### src/design/chp_pkg.sv
// ----------------------------------------------------------------------------
// chp_pkg: shared types and constants for the cgi header line parser
// event and error codes, phase and number scanner states, result record
// ----------------------------------------------------------------------------
package chp_pkg;

    // line and name length limits
    localparam int LINE_LIMIT = 512;
    localparam int NAME_LIMIT = 512;
    localparam int LINE_W     = $clog2(LINE_LIMIT + 2);
    localparam int NAME_W     = $clog2(NAME_LIMIT + 1);

    // event codes
    localparam logic [2:0] EV_NAME   = 3'd0;
    localparam logic [2:0] EV_VALUE  = 3'd1;
    localparam logic [2:0] EV_LINE   = 3'd2;
    localparam logic [2:0] EV_STATUS = 3'd3;
    localparam logic [2:0] EV_BLOCK  = 3'd4;
    localparam logic [2:0] EV_BODY   = 3'd5;
    localparam logic [2:0] EV_ERROR  = 3'd6;

    // error codes
    localparam logic [2:0] ERR_LINE_LONG = 3'd0;
    localparam logic [2:0] ERR_NAME_LONG = 3'd1;
    localparam logic [2:0] ERR_EOL_NAME  = 3'd2;
    localparam logic [2:0] ERR_BARE_CR   = 3'd3;
    localparam logic [2:0] ERR_ZERO      = 3'd4;

    // characters
    localparam logic [7:0] CH_COLON = 8'h3a;
    localparam logic [7:0] CH_CR    = 8'h0d;
    localparam logic [7:0] CH_LF    = 8'h0a;
    localparam logic [7:0] CH_SPACE = 8'h20;
    localparam logic [7:0] CH_TAB   = 8'h09;
    localparam logic [7:0] CH_VT    = 8'h0b;
    localparam logic [7:0] CH_FF    = 8'h0c;
    localparam logic [7:0] CH_PLUS  = 8'h2b;
    localparam logic [7:0] CH_MINUS = 8'h2d;
    localparam logic [7:0] CH_NUL   = 8'h00;

    // length of the word "status"
    localparam logic [2:0] STATUS_LEN  = 3'd6;
    localparam logic [2:0] MATCH_PAST  = 3'd7;

    typedef enum logic [4:0] {
        PH_NAME  = 5'b00001,
        PH_VALUE = 5'b00010,
        PH_CR    = 5'b00100,
        PH_BODY  = 5'b01000,
        PH_ERROR = 5'b10000
    } t_phase;

    typedef enum logic [6:0] {
        NUM_IDLE      = 7'b0000001,
        NUM_SIGN_POS  = 7'b0000010,
        NUM_SIGN_NEG  = 7'b0000100,
        NUM_DIG_POS   = 7'b0001000,
        NUM_DIG_NEG   = 7'b0010000,
        NUM_DONE_NONE = 7'b0100000,
        NUM_DONE_OK   = 7'b1000000
    } t_num;

    typedef struct packed {
        logic [2:0]         ev;
        logic [7:0]         data;
        logic signed [15:0] status;
        logic               status_ok;
        logic [2:0]         err;
    } t_result;

    // ascii upper to lower case
    function automatic logic [7:0] fold(input logic [7:0] b);
        logic [7:0] r;
        r = b;
        if (b >= 8'h41 && b <= 8'h5a) begin
            r = b + 8'd32;
        end
        return r;
    endfunction

    // letters of "status" by position
    function automatic logic [7:0] status_char(input logic [2:0] pos);
        logic [7:0] c;
        case (pos)
            3'd0:    c = 8'h73;
            3'd1:    c = 8'h74;
            3'd2:    c = 8'h61;
            3'd3:    c = 8'h74;
            3'd4:    c = 8'h75;
            3'd5:    c = 8'h73;
            default: c = 8'h00;
        endcase
        return c;
    endfunction

endpackage

### src/design/cgi_header_line_parser.sv
// ----------------------------------------------------------------------------
// cgi_header_line_parser: splits script output into header events and body
// one byte in, at most one event out per byte
// ----------------------------------------------------------------------------
// usage:
//   the input stream carries one script output byte per word on i_s_tdata.
//   each accepted byte is decoded in the same cycle against the parser state
//   and its event, if any, is written into the output register, or into the
//   skid register while the receiver stalls.
//   bytes that give no event (the name colon, dropped spaces and cr) leave
//   the output untouched.
//   throughput is one byte per cycle while the skid register is empty.
//   a skid register behind the output register absorbs one event when the
//   receiver stalls; o_s_tready drops only while the skid register is full.
//   i_cfg_we writes the lower-case name flag; do it between streams only.
//   synchronous reset returns to the start of a header block, clears the
//   sticky error and the lower-case flag, and empties both output registers.
// ----------------------------------------------------------------------------
module cgi_header_line_parser import chp_pkg::*; (
    input  logic        i_clk,
    input  logic        i_rst_n,
    // configuration
    input  logic        i_cfg_we,
    input  logic        i_cfg_wdata,    // lowercase_names
    // byte stream in
    input  logic        i_s_tvalid,
    output logic        o_s_tready,
    input  logic [7:0]  i_s_tdata,      // [7:0] data_byte
    // event stream out
    output logic        o_m_tvalid,
    input  logic        i_m_tready,
    output logic [31:0] o_m_tdata,      // [7:0] byte_out, [23:8] status_value,
                                        // [24] status_valid, [27:25] error_code
    output logic [2:0]  o_m_tuser       // [2:0] event_res
);

    logic    r_lower;
    logic    accept;
    logic    has_result;
    t_result res;

    // output register and skid register
    logic    r_out_valid, r_skid_valid;
    t_result r_out, r_skid;
    logic    pop;

    always_ff @(posedge i_clk) begin
        if (!i_rst_n) begin
            r_lower <= 1'b0;
        end else if (i_cfg_we) begin
            r_lower <= i_cfg_wdata;
        end
    end

    // stop taking bytes only when the skid register holds an event
    assign o_s_tready = !r_skid_valid;
    assign accept     = i_s_tvalid && o_s_tready;

    chp_parse u_parse (
        .i_clk        (i_clk),
        .i_rst_n      (i_rst_n),
        .i_lower      (r_lower),
        .i_accept     (accept),
        .i_byte       (i_s_tdata),
        .o_has_result (has_result),
        .o_res        (res)
    );

    assign pop = r_out_valid && i_m_tready;

    always_ff @(posedge i_clk) begin
        if (!i_rst_n) begin
            r_out_valid  <= 1'b0;
            r_skid_valid <= 1'b0;
        end else if (!r_out_valid || pop) begin
            // output slot free this cycle
            if (r_skid_valid) begin
                r_out_valid  <= 1'b1;
                r_skid_valid <= 1'b0;
            end else begin
                r_out_valid <= accept && has_result;
            end
        end else if (accept && has_result) begin
            // receiver stalled, park the new event
            r_skid_valid <= 1'b1;
        end
    end

    // payload registers, no reset
    always_ff @(posedge i_clk) begin
        if (!r_out_valid || pop) begin
            r_out <= r_skid_valid ? r_skid : res;
        end
        if (r_out_valid && !pop && !r_skid_valid) begin
            r_skid <= res;
        end
    end

    assign o_m_tvalid = r_out_valid;
    assign o_m_tuser  = r_out.ev;
    assign o_m_tdata  = {4'd0, r_out.err, r_out.status_ok, r_out.status, r_out.data};

endmodule

### src/design/chp_parse.sv
// ----------------------------------------------------------------------------
// chp_parse: per-byte header parser state and result decode
// state advances on each accepted byte, result is combinational from it
// ----------------------------------------------------------------------------
module chp_parse import chp_pkg::*; (
    input  logic       i_clk,
    input  logic       i_rst_n,
    input  logic       i_lower,
    input  logic       i_accept,
    input  logic [7:0] i_byte,
    output logic       o_has_result,
    output t_result    o_res
);

    t_phase             r_phase, n_phase;
    logic [LINE_W-1:0]  r_line_bytes, n_line_bytes;
    logic [NAME_W-1:0]  r_name_len, n_name_len;
    logic               r_started, n_started;
    logic [2:0]         r_match_pos, n_match_pos;
    logic               r_match_ok, n_match_ok;
    logic signed [15:0] r_accum, n_accum;
    t_num               r_num, n_num;
    logic [2:0]         r_err, n_err;

    logic               digit;
    logic [4:0]         dval;
    logic signed [20:0] acc10;
    logic signed [20:0] acc_up, acc_dn;
    logic [NAME_W-1:0]  name_inc;
    logic               status_ok;

    assign digit    = (i_byte >= 8'h30) && (i_byte <= 8'h39);
    assign dval     = {1'b0, i_byte[3:0]};
    assign acc10    = (21'(r_accum) <<< 3) + (21'(r_accum) <<< 1);
    assign acc_up   = acc10 + $signed({16'd0, dval});
    assign acc_dn   = acc10 - $signed({16'd0, dval});
    assign name_inc = r_name_len + 1'b1;
    assign status_ok = (r_num == NUM_DIG_POS) || (r_num == NUM_DIG_NEG)
                    || (r_num == NUM_DONE_OK);

    always_comb begin
        n_phase      = r_phase;
        n_line_bytes = r_line_bytes;
        n_name_len   = r_name_len;
        n_started    = r_started;
        n_match_pos  = r_match_pos;
        n_match_ok   = r_match_ok;
        n_accum      = r_accum;
        n_num        = r_num;
        n_err        = r_err;
        o_has_result = 1'b0;
        o_res        = '0;

        unique case (r_phase)
            PH_BODY: begin
                o_has_result = 1'b1;
                o_res.ev     = EV_BODY;
                o_res.data   = i_byte;
            end
            PH_CR: begin
                o_has_result = 1'b1;
                if (i_byte == CH_LF) begin
                    n_phase  = PH_BODY;
                    o_res.ev = EV_BLOCK;
                end else begin
                    n_phase   = PH_ERROR;
                    n_err     = ERR_BARE_CR;
                    o_res.ev  = EV_ERROR;
                    o_res.err = ERR_BARE_CR;
                end
            end
            PH_NAME: begin
                if (r_line_bytes > LINE_W'(LINE_LIMIT)) begin
                    o_has_result = 1'b1;
                    n_phase      = PH_ERROR;
                    n_err        = ERR_LINE_LONG;
                    o_res.ev     = EV_ERROR;
                    o_res.err    = ERR_LINE_LONG;
                end else begin
                    n_line_bytes = r_line_bytes + 1'b1;
                    if (i_byte == CH_COLON) begin
                        n_phase = PH_VALUE;
                    end else if (i_byte == CH_CR || i_byte == CH_LF) begin
                        if (r_name_len != '0) begin
                            o_has_result = 1'b1;
                            n_phase      = PH_ERROR;
                            n_err        = ERR_EOL_NAME;
                            o_res.ev     = EV_ERROR;
                            o_res.err    = ERR_EOL_NAME;
                        end else if (i_byte == CH_CR) begin
                            n_phase = PH_CR;
                        end else begin
                            o_has_result = 1'b1;
                            n_phase      = PH_BODY;
                            o_res.ev     = EV_BLOCK;
                        end
                    end else if (i_byte == CH_NUL) begin
                        o_has_result = 1'b1;
                        n_phase      = PH_ERROR;
                        n_err        = ERR_ZERO;
                        o_res.ev     = EV_ERROR;
                        o_res.err    = ERR_ZERO;
                    end else begin
                        n_name_len   = name_inc;
                        o_has_result = 1'b1;
                        if (name_inc >= NAME_W'(NAME_LIMIT)) begin
                            n_phase   = PH_ERROR;
                            n_err     = ERR_NAME_LONG;
                            o_res.ev  = EV_ERROR;
                            o_res.err = ERR_NAME_LONG;
                        end else begin
                            if (r_match_pos < STATUS_LEN) begin
                                if (fold(i_byte) != status_char(r_match_pos)) begin
                                    n_match_ok = 1'b0;
                                end
                                n_match_pos = r_match_pos + 1'b1;
                            end else begin
                                n_match_ok  = 1'b0;
                                n_match_pos = MATCH_PAST;
                            end
                            o_res.ev   = EV_NAME;
                            o_res.data = i_lower ? fold(i_byte) : i_byte;
                        end
                    end
                end
            end
            PH_VALUE: begin
                if (r_line_bytes > LINE_W'(LINE_LIMIT)) begin
                    o_has_result = 1'b1;
                    n_phase      = PH_ERROR;
                    n_err        = ERR_LINE_LONG;
                    o_res.ev     = EV_ERROR;
                    o_res.err    = ERR_LINE_LONG;
                end else begin
                    n_line_bytes = r_line_bytes + 1'b1;
                    if (i_byte == CH_CR) begin
                        // cr inside a value is dropped
                    end else if (i_byte == CH_LF) begin
                        o_has_result = 1'b1;
                        if (r_match_ok && r_match_pos == STATUS_LEN) begin
                            o_res.ev        = EV_STATUS;
                            o_res.status    = status_ok ? r_accum : 16'sd0;
                            o_res.status_ok = status_ok;
                        end else begin
                            o_res.ev = EV_LINE;
                        end
                        n_phase      = PH_NAME;
                        n_line_bytes = '0;
                        n_name_len   = '0;
                        n_started    = 1'b0;
                        n_match_pos  = '0;
                        n_match_ok   = 1'b1;
                        n_accum      = '0;
                        n_num        = NUM_IDLE;
                    end else if (i_byte == CH_NUL) begin
                        o_has_result = 1'b1;
                        n_phase      = PH_ERROR;
                        n_err        = ERR_ZERO;
                        o_res.ev     = EV_ERROR;
                        o_res.err    = ERR_ZERO;
                    end else if (i_byte == CH_SPACE && !r_started) begin
                        // leading space dropped
                    end else begin
                        n_started    = 1'b1;
                        o_has_result = 1'b1;
                        o_res.ev     = EV_VALUE;
                        o_res.data   = i_byte;
                        // number scanner
                        unique case (r_num)
                            NUM_IDLE: begin
                                if (i_byte == CH_SPACE || i_byte == CH_TAB
                                        || i_byte == CH_VT || i_byte == CH_FF) begin
                                    n_num = NUM_IDLE;
                                end else if (i_byte == CH_PLUS) begin
                                    n_num = NUM_SIGN_POS;
                                end else if (i_byte == CH_MINUS) begin
                                    n_num = NUM_SIGN_NEG;
                                end else if (digit) begin
                                    n_accum = 16'(dval);
                                    n_num   = NUM_DIG_POS;
                                end else begin
                                    n_num = NUM_DONE_NONE;
                                end
                            end
                            NUM_SIGN_POS, NUM_SIGN_NEG: begin
                                if (digit) begin
                                    if (r_num == NUM_SIGN_NEG) begin
                                        n_accum = -$signed(16'(dval));
                                        n_num   = NUM_DIG_NEG;
                                    end else begin
                                        n_accum = 16'(dval);
                                        n_num   = NUM_DIG_POS;
                                    end
                                end else begin
                                    n_num = NUM_DONE_NONE;
                                end
                            end
                            NUM_DIG_POS: begin
                                if (!digit) begin
                                    n_num = NUM_DONE_OK;
                                end else if (acc_up > 21'sd32767) begin
                                    n_accum = 16'sh7fff;
                                end else begin
                                    n_accum = acc_up[15:0];
                                end
                            end
                            NUM_DIG_NEG: begin
                                if (!digit) begin
                                    n_num = NUM_DONE_OK;
                                end else if (acc_dn < -21'sd32768) begin
                                    n_accum = 16'sh8000;
                                end else begin
                                    n_accum = acc_dn[15:0];
                                end
                            end
                            default: begin
                                n_num = r_num;
                            end
                        endcase
                    end
                end
            end
            PH_ERROR: begin
                o_has_result = 1'b1;
                o_res.ev     = EV_ERROR;
                o_res.err    = r_err;
            end
            default: begin
                n_phase = r_phase;
            end
        endcase
    end

    always_ff @(posedge i_clk) begin
        if (!i_rst_n) begin
            r_phase      <= PH_NAME;
            r_line_bytes <= '0;
            r_name_len   <= '0;
            r_started    <= 1'b0;
            r_match_pos  <= '0;
            r_match_ok   <= 1'b1;
            r_accum      <= '0;
            r_num        <= NUM_IDLE;
            r_err        <= '0;
        end else if (i_accept) begin
            r_phase      <= n_phase;
            r_line_bytes <= n_line_bytes;
            r_name_len   <= n_name_len;
            r_started    <= n_started;
            r_match_pos  <= n_match_pos;
            r_match_ok   <= n_match_ok;
            r_accum      <= n_accum;
            r_num        <= n_num;
            r_err        <= n_err;
        end
    end

endmodule

### config.mk
export PLATFORM = sky130hd
export DESIGN_NAME = cgi_header_line_parser
export DESIGN_NICKNAME = d
export VERILOG_FILES = /design/src/design/chp_pkg.sv /design/src/design/cgi_header_line_parser.sv /design/src/design/chp_parse.sv
export SDC_FILE = /design/constraint.sdc
export NUM_CORES = 1
export LEC_CHECK = 0
export ABC_CLOCK_PERIOD_IN_PS = 4550
export BUFFER_PORTS_ARGS = -buffer_cell sky130_fd_sc_hd__buf_2
export CAP_MARGIN = 40
export CORE_ASPECT_RATIO = 0.8
export CORE_MARGIN = 10
export CORE_UTILIZATION = 28
export CTS_CLUSTER_DIAMETER = 100
export DETAILED_ROUTE_END_ITERATION = 8
export SLEW_MARGIN = 20
export SYNTH_ARGS = -nofsm -noshare
export SYNTH_HDL_FRONTEND = slang
export SYNTH_SLANG_ARGS = --single-unit
### constraint.sdc
create_clock -name i_clk -period 4.55 [get_ports i_clk]
set_input_delay 0.455 -clock i_clk [delete_from_list [all_inputs] [get_ports i_clk]]
set_output_delay 0.455 -clock i_clk [all_outputs]
set_load 0.1 [all_outputs]
After elaboration in Yosys (flattened, before gate mapping)

Index checks and enable logic that the tools add are counted.

Bitwise logic cells: 3
Eq/ne operators: 55
Mux-type cells: 155
$add $sub $neg: 8
Reduce and logical (&&, ||, !) cells: 42
Magnitude comparators: 9

Operators with widths:

| cell                    | count |
|---|---|
| $mux W16                | 14 |
| $mux W8                 | 22 |
| $mux W10                | 11 |
| $mux W3                 | 36 |
| $pmux W16 S4            | 1 |
| $mux W31                | 2 |
| $mux W5                 | 12 |
| $mux W17                | 3 |
| $mux W7                 | 7 |
| $eq A8 B4 Y1 const B    | 5 |
| $pmux W10 S2            | 2 |
| $eq A8 B6 Y1 const B    | 4 |
| $pmux W7 S4             | 1 |
| $mux W1                 | 26 |
| $mux W25                | 1 |
| $pmux W8 S3             | 1 |
| $add A21 B5 Y21         | 1 |
| $gt A21 B16 Y1 const B  | 1 |
| $lt A21 B16 Y1 const B  | 1 |
| $ne A3 B2 Y1 const B    | 7 |
| $pmux W7 S3             | 1 |
| $sub A21 B5 Y21         | 1 |
| $add A10 B1 Y10 const B | 2 |
| $add A19 B17 Y20        | 1 |
| 66 further kinds        | 109 |

Register bits after elaboration: 121
Word-level logic and storage cells: 294

Logic depth before layout (Yosys ltp)

Gate-level depths: netlist of the first run.

Word-level depth: 19
Gate-level depth with buffers: 14
Mapped depth without buffers: 12

By module

From an unflattened synthesis of the first run, not the netlist that was laid out.

Cells, all modules: 902
Area, all modules: 8394.3 um^2

By module, submodules not included:

| module                 | sequential area each (um^2) | times used | area an instance (um^2) | cells each |
|---|---|---|---|---|
| chp_parse              | 1121.1                      | 1          | 5859.4                  | 788 |
| cgi_header_line_parser | 1921.8                      | 1          | 2534.9                  | 114 |

Least setup slack after synthesis of the first run

No wires, ideal clock.

Kind: flip-flop to flip-flop
Start: reg r_out_valid, in the netlist o_m_tvalid
End: reg r_skid[0] (netlist name) (enable)
Setup slack: 0.742 ns
Setup time: 0.419 ns
Path buffers: 0
Cell stages (with the launch flop): 3
Arrival: 3.389 ns
Data required time: 4.131 ns
Cells stage by stage: dfxtp_1 > nand2b_1 > nor2_1

Cells in the longest elaborated chain, start to end: 4

Ends and longest elaborated chain:

| what                                 | line                         | source |
|---|---|---|
| from (decl)                          | cgi_header_line_parser.sv:43 | `logic r_out_valid, r_skid_valid;` |
| from (signal assigned)               | cgi_header_line_parser.sv:81 | `r_out_valid <= accept && has_result;` |
| $logic_and A1 B1 Y1                  | cgi_header_line_parser.sv:69 | `assign pop = r_out_valid && i_m_tready;` |
| $logic_not A1 Y1                     | cgi_header_line_parser.sv:94 | `if (r_out_valid && !pop && !r_skid_valid) begin` |
| $logic_and A1 B1 Y1 (*) (2 in a row) | cgi_header_line_parser.sv:94 |  |
| to (signal assigned)                 | cgi_header_line_parser.sv:95 | `r_skid <= res;` |
| to (decl)                            | cgi_header_line_parser.sv:44 | `t_result r_out, r_skid;` |

Mark *: on every way between the ends. The rest lies on a longest branch, timed or not.
A chain may end at the register's enable or synchronous reset.

Final worst setup path of the first run

Start: reg u_parse.r_accum[0]
End: reg u_parse.r_accum[7]

Cells in the longest elaborated chain, start to end: 9

Ends and longest elaborated chain:

| what                                                      | line                               | source |
|---|---|---|
| from (decl)                                               | chp_parse.sv:21                    | `logic signed [15:0] r_accum, n_accum;` |
| from (signal assigned)                                    | chp_parse.sv:252                   | `r_accum <= n_accum;` |
| $add A19 B17 Y20 (*)                                      | chp_parse.sv:34                    | `assign acc10 = (21'(r_accum) <<< 3) + (21'(r_accum) <<< 1);` |
| $sub A21 B5 Y21 / $add A21 B5 Y21 (equally long branches) | chp_parse.sv:36, chp_parse.sv:35   |  |
| $lt A21 B16 Y1 / $gt A21 B16 Y1 (equally long branches)   | chp_parse.sv:210, chp_parse.sv:201 |  |
| $mux W16, on equally long branches                        | chp_parse.sv:210, chp_parse.sv:201 |  |
| $mux W16, on equally long branches                        | chp_parse.sv:208, chp_parse.sv:199 |  |
| $pmux W16 S4 (*)                                          | chp_parse.sv:169                   | `unique case (r_num)` |
| $mux W16 (*)                                              | chp_parse.sv:161                   | `end else if (i_byte == CH_SPACE && !r_started) begin` |
| $mux W16 (*)                                              | chp_parse.sv:155                   | `end else if (i_byte == CH_NUL) begin` |
| $mux W16 (*)                                              | chp_parse.sv:138                   | `end else if (i_byte == CH_LF) begin` |

Mark *: on every way between the ends. The rest lies on a longest branch, timed or not. The select of a mux whose other input is x is not followed.

==> results of run 1 <==
==> final timing paths <==
check	start	endpoint	slack, ns	cells after the start
max	u_parse.r_accum[0]	u_parse.r_accum[7]	0.55	12
min	i_cfg_wdata	r_lower	0.28	3
max reg2reg	u_parse.r_accum[0]	u_parse.r_accum[7]	0.55	12
min reg2reg	u_parse.r_started	u_parse.r_started	0.48	2
==> through the flow <==
| stage | power [mW] | instances |
|---|---|---|
| global placement | 1.81 | 1268 |
| detailed placement | 1.82 | 1268 |
| global route | 3.24 | 1302 |
| floorplan | 1.71 | 884 |
| finish | 3.13 | 1303 |
| CTS | 3.15 | 1300 |
==> area by class of cell <==
cell class,instances,area [µm²]
antenna,1,2.50
clock buffer,22,444
clock inverter,10,129
fill,2863,19000
inverter,23,86.3
multi-input combinational,699,4680
sequential,121,3040
tap,370,463
timing repair buffer,57,318
==> critical path, delay by kind of cell (launching register included) <==
family / cells / cell delay (ns)
AO/OA/AOI/OAI: 6 / 1.60
XOR/XNOR: 1 / 0.32
adder cells (fa/ha/maj): 2 / 0.65
flip-flops: 1 / 0.37
AND/OR/NAND/NOR: 3 / 0.96
==> where the power goes <==
group,internal (mW),switching [mW]
Combinational,0.110,0.435
Sequential,1.22,0.0273
Clock,0.854,0.482
==> cells in the final DEF, fill, tap and decap left out, drive strengths merged, types with 9 or more instances in the layout <==
| master | count |
|---|---|
| a21o | 11 |
| nor4 | 13 |
| nor2 | 98 |
| dfxtp | 59 |
| nor2b | 9 |
| and2 | 29 |
| ha | 38 |
| nand2 | 72 |
| a31oi | 11 |
| or3 | 10 |
| o21ai | 48 |
| a21boi | 9 |
| o31ai | 10 |
| xnor2 | 25 |
| xor2 | 30 |
| clkbuf | 23 |
| and3 | 14 |
| a21oi | 63 |
| mux2 | 27 |
| nand4 | 12 |
| nor3 | 20 |
| nand3 | 30 |
| buf | 56 |
| inv | 22 |
| edfxtp | 62 |
==> cells by family (layout without fill, tap and decap cells) <==
logic type,Yosys count,count (layout)
other,1,5
AO/OA/AOI/OAI,226,226
XOR/XNOR,55,55
multiplexers,34,34
AND/OR/NAND/NOR,339,339
buffers and inverters,64,112
adder cells (fa/ha/maj),41,41
flip-flops,121,121
==> registers in the layout, indices dropped and copies added, names as in the netlist <==
signal / flops
u_parse.r_match_ok: 1
o_m_tuser: 3
u_parse.r_err: 3
u_parse.r_name_len: 10
o_m_tdata: 28
u_parse.r_num: 7
u_parse.r_started: 1
u_parse.r_match_pos: 3
u_parse.r_accum: 16
r_lower: 1
o_m_tvalid: 1
r_skid_valid: 1
u_parse.r_phase: 5
u_parse.r_line_bytes: 10
r_skid: 31
==> per-layer routing <==
layer  wire, µm  share of wire (%)  global-route usage, %  vias to the layer above
li1           -                  -                      -                     3337
met1      10600                 50                   16.8                     3156
met2       8980                 42                   17.2                      214
met3       1240                5.9                   1.99                       21
met4        269                1.3                   3.97                        0
met5          0                  0                      0                        -
==> results.ini, run 1 <==
[pwr]
peakVddDrop_mv=0.251
p_leak_nw=3.64
power.density_nw_per_um2=341

[timing]
fin_ws_ns=0.548
slew_violations=0
tns_ns=0
setup-violations-final=0
hold_slack_ns=0.280
finalHoldViolCount=0
slew-limit-headroom_pct=40.6
tightest_slew_ns=0.890
fin_skew_ns=0.00819
min_period_ns=4.00
finalCritPeriodShare_pct=88.0
rsz0062_at_grt=no
clock.fmax_mhz=250

[cts]
clk_latency_ns=0.42
path_clk_slew_ns=0.06
h-tree-depth=4
cts_root_buf=clkbuf_16
cts.hold.buffers_added=0
postCtsSetupBuffers=0
cts_tree=yes
numCtsBuffers=17
clock-sinks=121
clock_path_buffers=2
cts_resized=0

[yosys]
yosysWarnings=0
muxShareOfSynthArea_pct=4.70
synthAdderAreaFrac_pct=6.72
synth-seq-cells=121
ys_types=92
synth_compound_area_share_pct=19.3
synth_top_family_by_area=simple AND/OR/NAND/NOR gates
synth_top_cells_by_count=nor2_1, nand2_1, edfxtp_1
synth_seq_area_share_pct=38.2
synth-xor-area-share_pct=6.14
synth_most_common_cell=nor2_1
synthSimpleGateAreaFrac_pct=21.5
synth.area.top_cells=edfxtp_1, dfxtp_1, ha_1, nor2_1, a21oi_1
synthArstFlopShare_pct=0
ys.flop_type=edfxtp_1
avgSynthCellArea_um2=9.04
synth_edf_count=62
synth_area_um2=7970
postSynthCellCount=881
yosysTopAreaCell=edfxtp_1
synth_top_area_share_pct=23.4

[routing]
wl_um=21100
avgRoutedWirePerCell_um=16.2
firstDrtPassIters=5
viasPerCell=5.16
drc_errors=0
drt_iter0_drc=750
ant_nets=0
num_vias=6728

[worst_setup_path]
crit_chain=ha_1 -> fa_1 -> a21o_1 -> a221oi_2 -> o21ai_2 -> xor2_2 -> and2_0 -> nand3_1 -> o41a_1 -> nor2_1 -> o21ai_0 -> a311oi_1
cp.arrival_ns=4.33
critPathMaxStageDelay_ns=0.47
criticalPathCategory=flip-flop to flip-flop
startpoint_type=flip-flop
cp_max_fo=8
cp_slowest_cell=nor2_1
endpoint_kind=flip-flop
required_ns=4.88

[die]
die-area_um2=35600
die_w_um=209
num_rows=55
die_height_um=171
core_area_um2=28100
num_io_pins=51
start_util_pct=28.3

[global_routing]
antenna_found_initial=1
grt_pass1_vias=6257
track_usage_pct=11.7
grt_max_degree=35
grt-ovfl-total=0
grt_pass1_wl_um=34200

[min_path]
worstHoldPathType=primary input to flip-flop

[place]
gp_congestion=0.905
pre_cts_ws_ns=0.627
post-dp-hpwl_um=15600
port_buffers=46
placed_area_um2=8570

[layout]
fin_nets=974
drive_gt1_share_pct=15.1
stdcell_area_um2=9170
final_util_pct=32.6
synthToLayoutAreaGrowth_pct=15.1

[run]
cap_violations=0

[run_status]
status=finished clean

No activity file was read; power rests on OpenSTA's default activity.
==> inputs of run 2 (changes only) <==
CELL_PAD_IN_SITES_DETAIL_PLACEMENT = 0   (was unset)
CELL_PAD_IN_SITES_GLOBAL_PLACEMENT = 1   (was unset)
PLACE_DENSITY_LB_ADDON = 0.1   (was unset)
==> run 2 against run 1 <==
  * Register-to-register slack got worse by 0.22 ns
  * Fmax decreased by 5.2%
  * Sequential power about the same
  * Combinational power increased by 3%
  * Utilization increased by 0.098 points
  * Routed wire length increased by 20%
  * Global-route usage increased by 2.6 points
  * First-iteration DRC count decreased by 25%
  * Via count increased by 0.76%
  * Critical path type unchanged
  * Critical endpoint is now u_parse.r_accum[6]
  * Largest cell class unchanged
==> results.ini, run 2 (synthesis results as in run 1) <==
[run_status]
status=finished clean

[routing]
viasPerCell=5.18
drc_errors=0
firstDrtPassIters=5
drt_iter0_drc=561
wl_um=25500
num_vias=6779
avgRoutedWirePerCell_um=19.4
ant_nets=0

[place]
placed_area_um2=8640
port_buffers=46
pre_cts_ws_ns=0.418
post-dp-hpwl_um=19300
gp_congestion=0.861

[layout]
stdcell_area_um2=9200
n_antenna_cell=0
largest_register_ffs=31
fin_nets=981
nFillCells=2929
drive_gt1_share_pct=16.5
layout_common_cells=nor2_1, nand2_1, edfxtp_1, a21oi_1, dfxtp_1
synthToLayoutAreaGrowth_pct=15.4
layout_commonest_cell=nor2_1
regMostFlops=r_skid

[global_routing]
grt_max_degree=35
grt_pass1_vias=6472
grt-ovfl-total=0
grt_pass1_wl_um=40100
antenna_found_initial=1
track_usage_pct=14.3

[pwr]
peakVddDrop_mv=0.365
total_power_mw=3.10
power.density_nw_per_um2=337
p_leak_nw=3.66

[timing]
min_period_ns=4.22
tns_ns=0
tightest_slew_ns=0.849
slew_violations=0
slew-limit-headroom_pct=43.2
finalCritPeriodShare_pct=92.8
hold_slack_ns=0.317
fin_ws_ns=0.327
setup-violations-final=0
finalHoldViolCount=0
fin_skew_ns=0.0102
rsz0062_at_grt=no
clock.fmax_mhz=237

[cts]
cts_root_buf=clkbuf_16
clock-sinks=121
clock_path_buffers=2
numCtsBuffers=17
cts_resized=0
h-tree-depth=4
cts_tree=yes
clk_latency_ns=0.42
cts.hold.buffers_added=0
postCtsSetupBuffers=0
path_clk_slew_ns=0.07

[worst_setup_path]
cp.arrival_ns=4.55
path_buf_inv=0
criticalPathCategory=flip-flop to flip-flop
critPathMaxStageDelay_ns=0.48
required_ns=4.88
startpoint_type=flip-flop
cp_max_fo=14
endpoint_kind=flip-flop
crit_chain=ha_1 -> fa_1 -> a21o_1 -> a211o_1 -> a21oi_1 -> xor2_1 -> o21ai_0 -> nor4_2 -> o21bai_1 -> a21oi_4 -> a221oi_1 -> a311oi_1
cp_top_family=compound AO/OA/AOI/OAI gates
cp_slowest_cell=a21oi_4

[die]
num_rows=55
core_area_um2=28100
start_util_pct=28.3
num_io_pins=51
die_height_um=171
die_w_um=209
die-area_um2=35600

[min_path]
worstHoldPathType=primary input to flip-flop

[run]
cap_violations=0

==> run 2: cell count changes in the layout (fill, tap and decap cells not counted), moves of 3 or more <==
cell	before	now
inv_6	0	4
buf_4	9	18
clkbuf_1	5	0
inv_8	0	4
clkinv_2	4	1
bufinv_16	3	0
==> run 2: layer usage <==
layer  wire (µm)  GRT usage, %
met1       14500          23.1
met2        9500          18.4
met3        1290          2.86
met4         167          2.90
met5           7             0
==> run 2: power breakdown <==
part / switching (mW) / leakage (nW) / total [mW] / internal [mW]
Combinational: 0.449 / 2.28 / 0.563 / 0.114
Clock: 0.577 / 0.265 / 1.29 / 0.717
Sequential: 0.0270 / 1.11 / 1.25 / 1.22
Total: 1.05 / 3.66 / 3.10 / 2.05
==> run 2: final timing paths <==
| path | from | to | slack, ns | depth (start not counted) |
|---|---|---|---|---|
| max | u_parse.r_accum[0] | u_parse.r_accum[6] | 0.33 | 12 |
| min reg2reg | u_parse.r_started | u_parse.r_started | 0.47 | 2 |
| min | i_cfg_wdata | r_lower | 0.32 | 3 |
| max reg2reg | u_parse.r_accum[0] | u_parse.r_accum[6] | 0.33 | 12 |
==> run 2: tightest hold or removal path, cell delays in order <==
cell and delay, ns:
buf_2 0.10, mux2i_1 0.06, nor2_1 0.08
==> run 2: cell type report <==
type / count / area [µm²] / share of cell area [%]
clock inverter: 15 / 133 / 1.44
clock buffer: 17 / 425 / 4.63
sequential: 121 / 3040 / 33.1
inverter: 23 / 86.3 / 0.939
multi-input combinational: 699 / 4680 / 50.9
tap: 370 / 463 / 5.03
timing repair buffer: 64 / 365 / 3.97
==> run 2: through the flow <==
stage	utilization (%)	instances
finish	32.7	1309
global placement	30.7	1277
CTS	32.7	1309
global route	32.7	1309
detailed placement	30.7	1277
floorplan	-	884
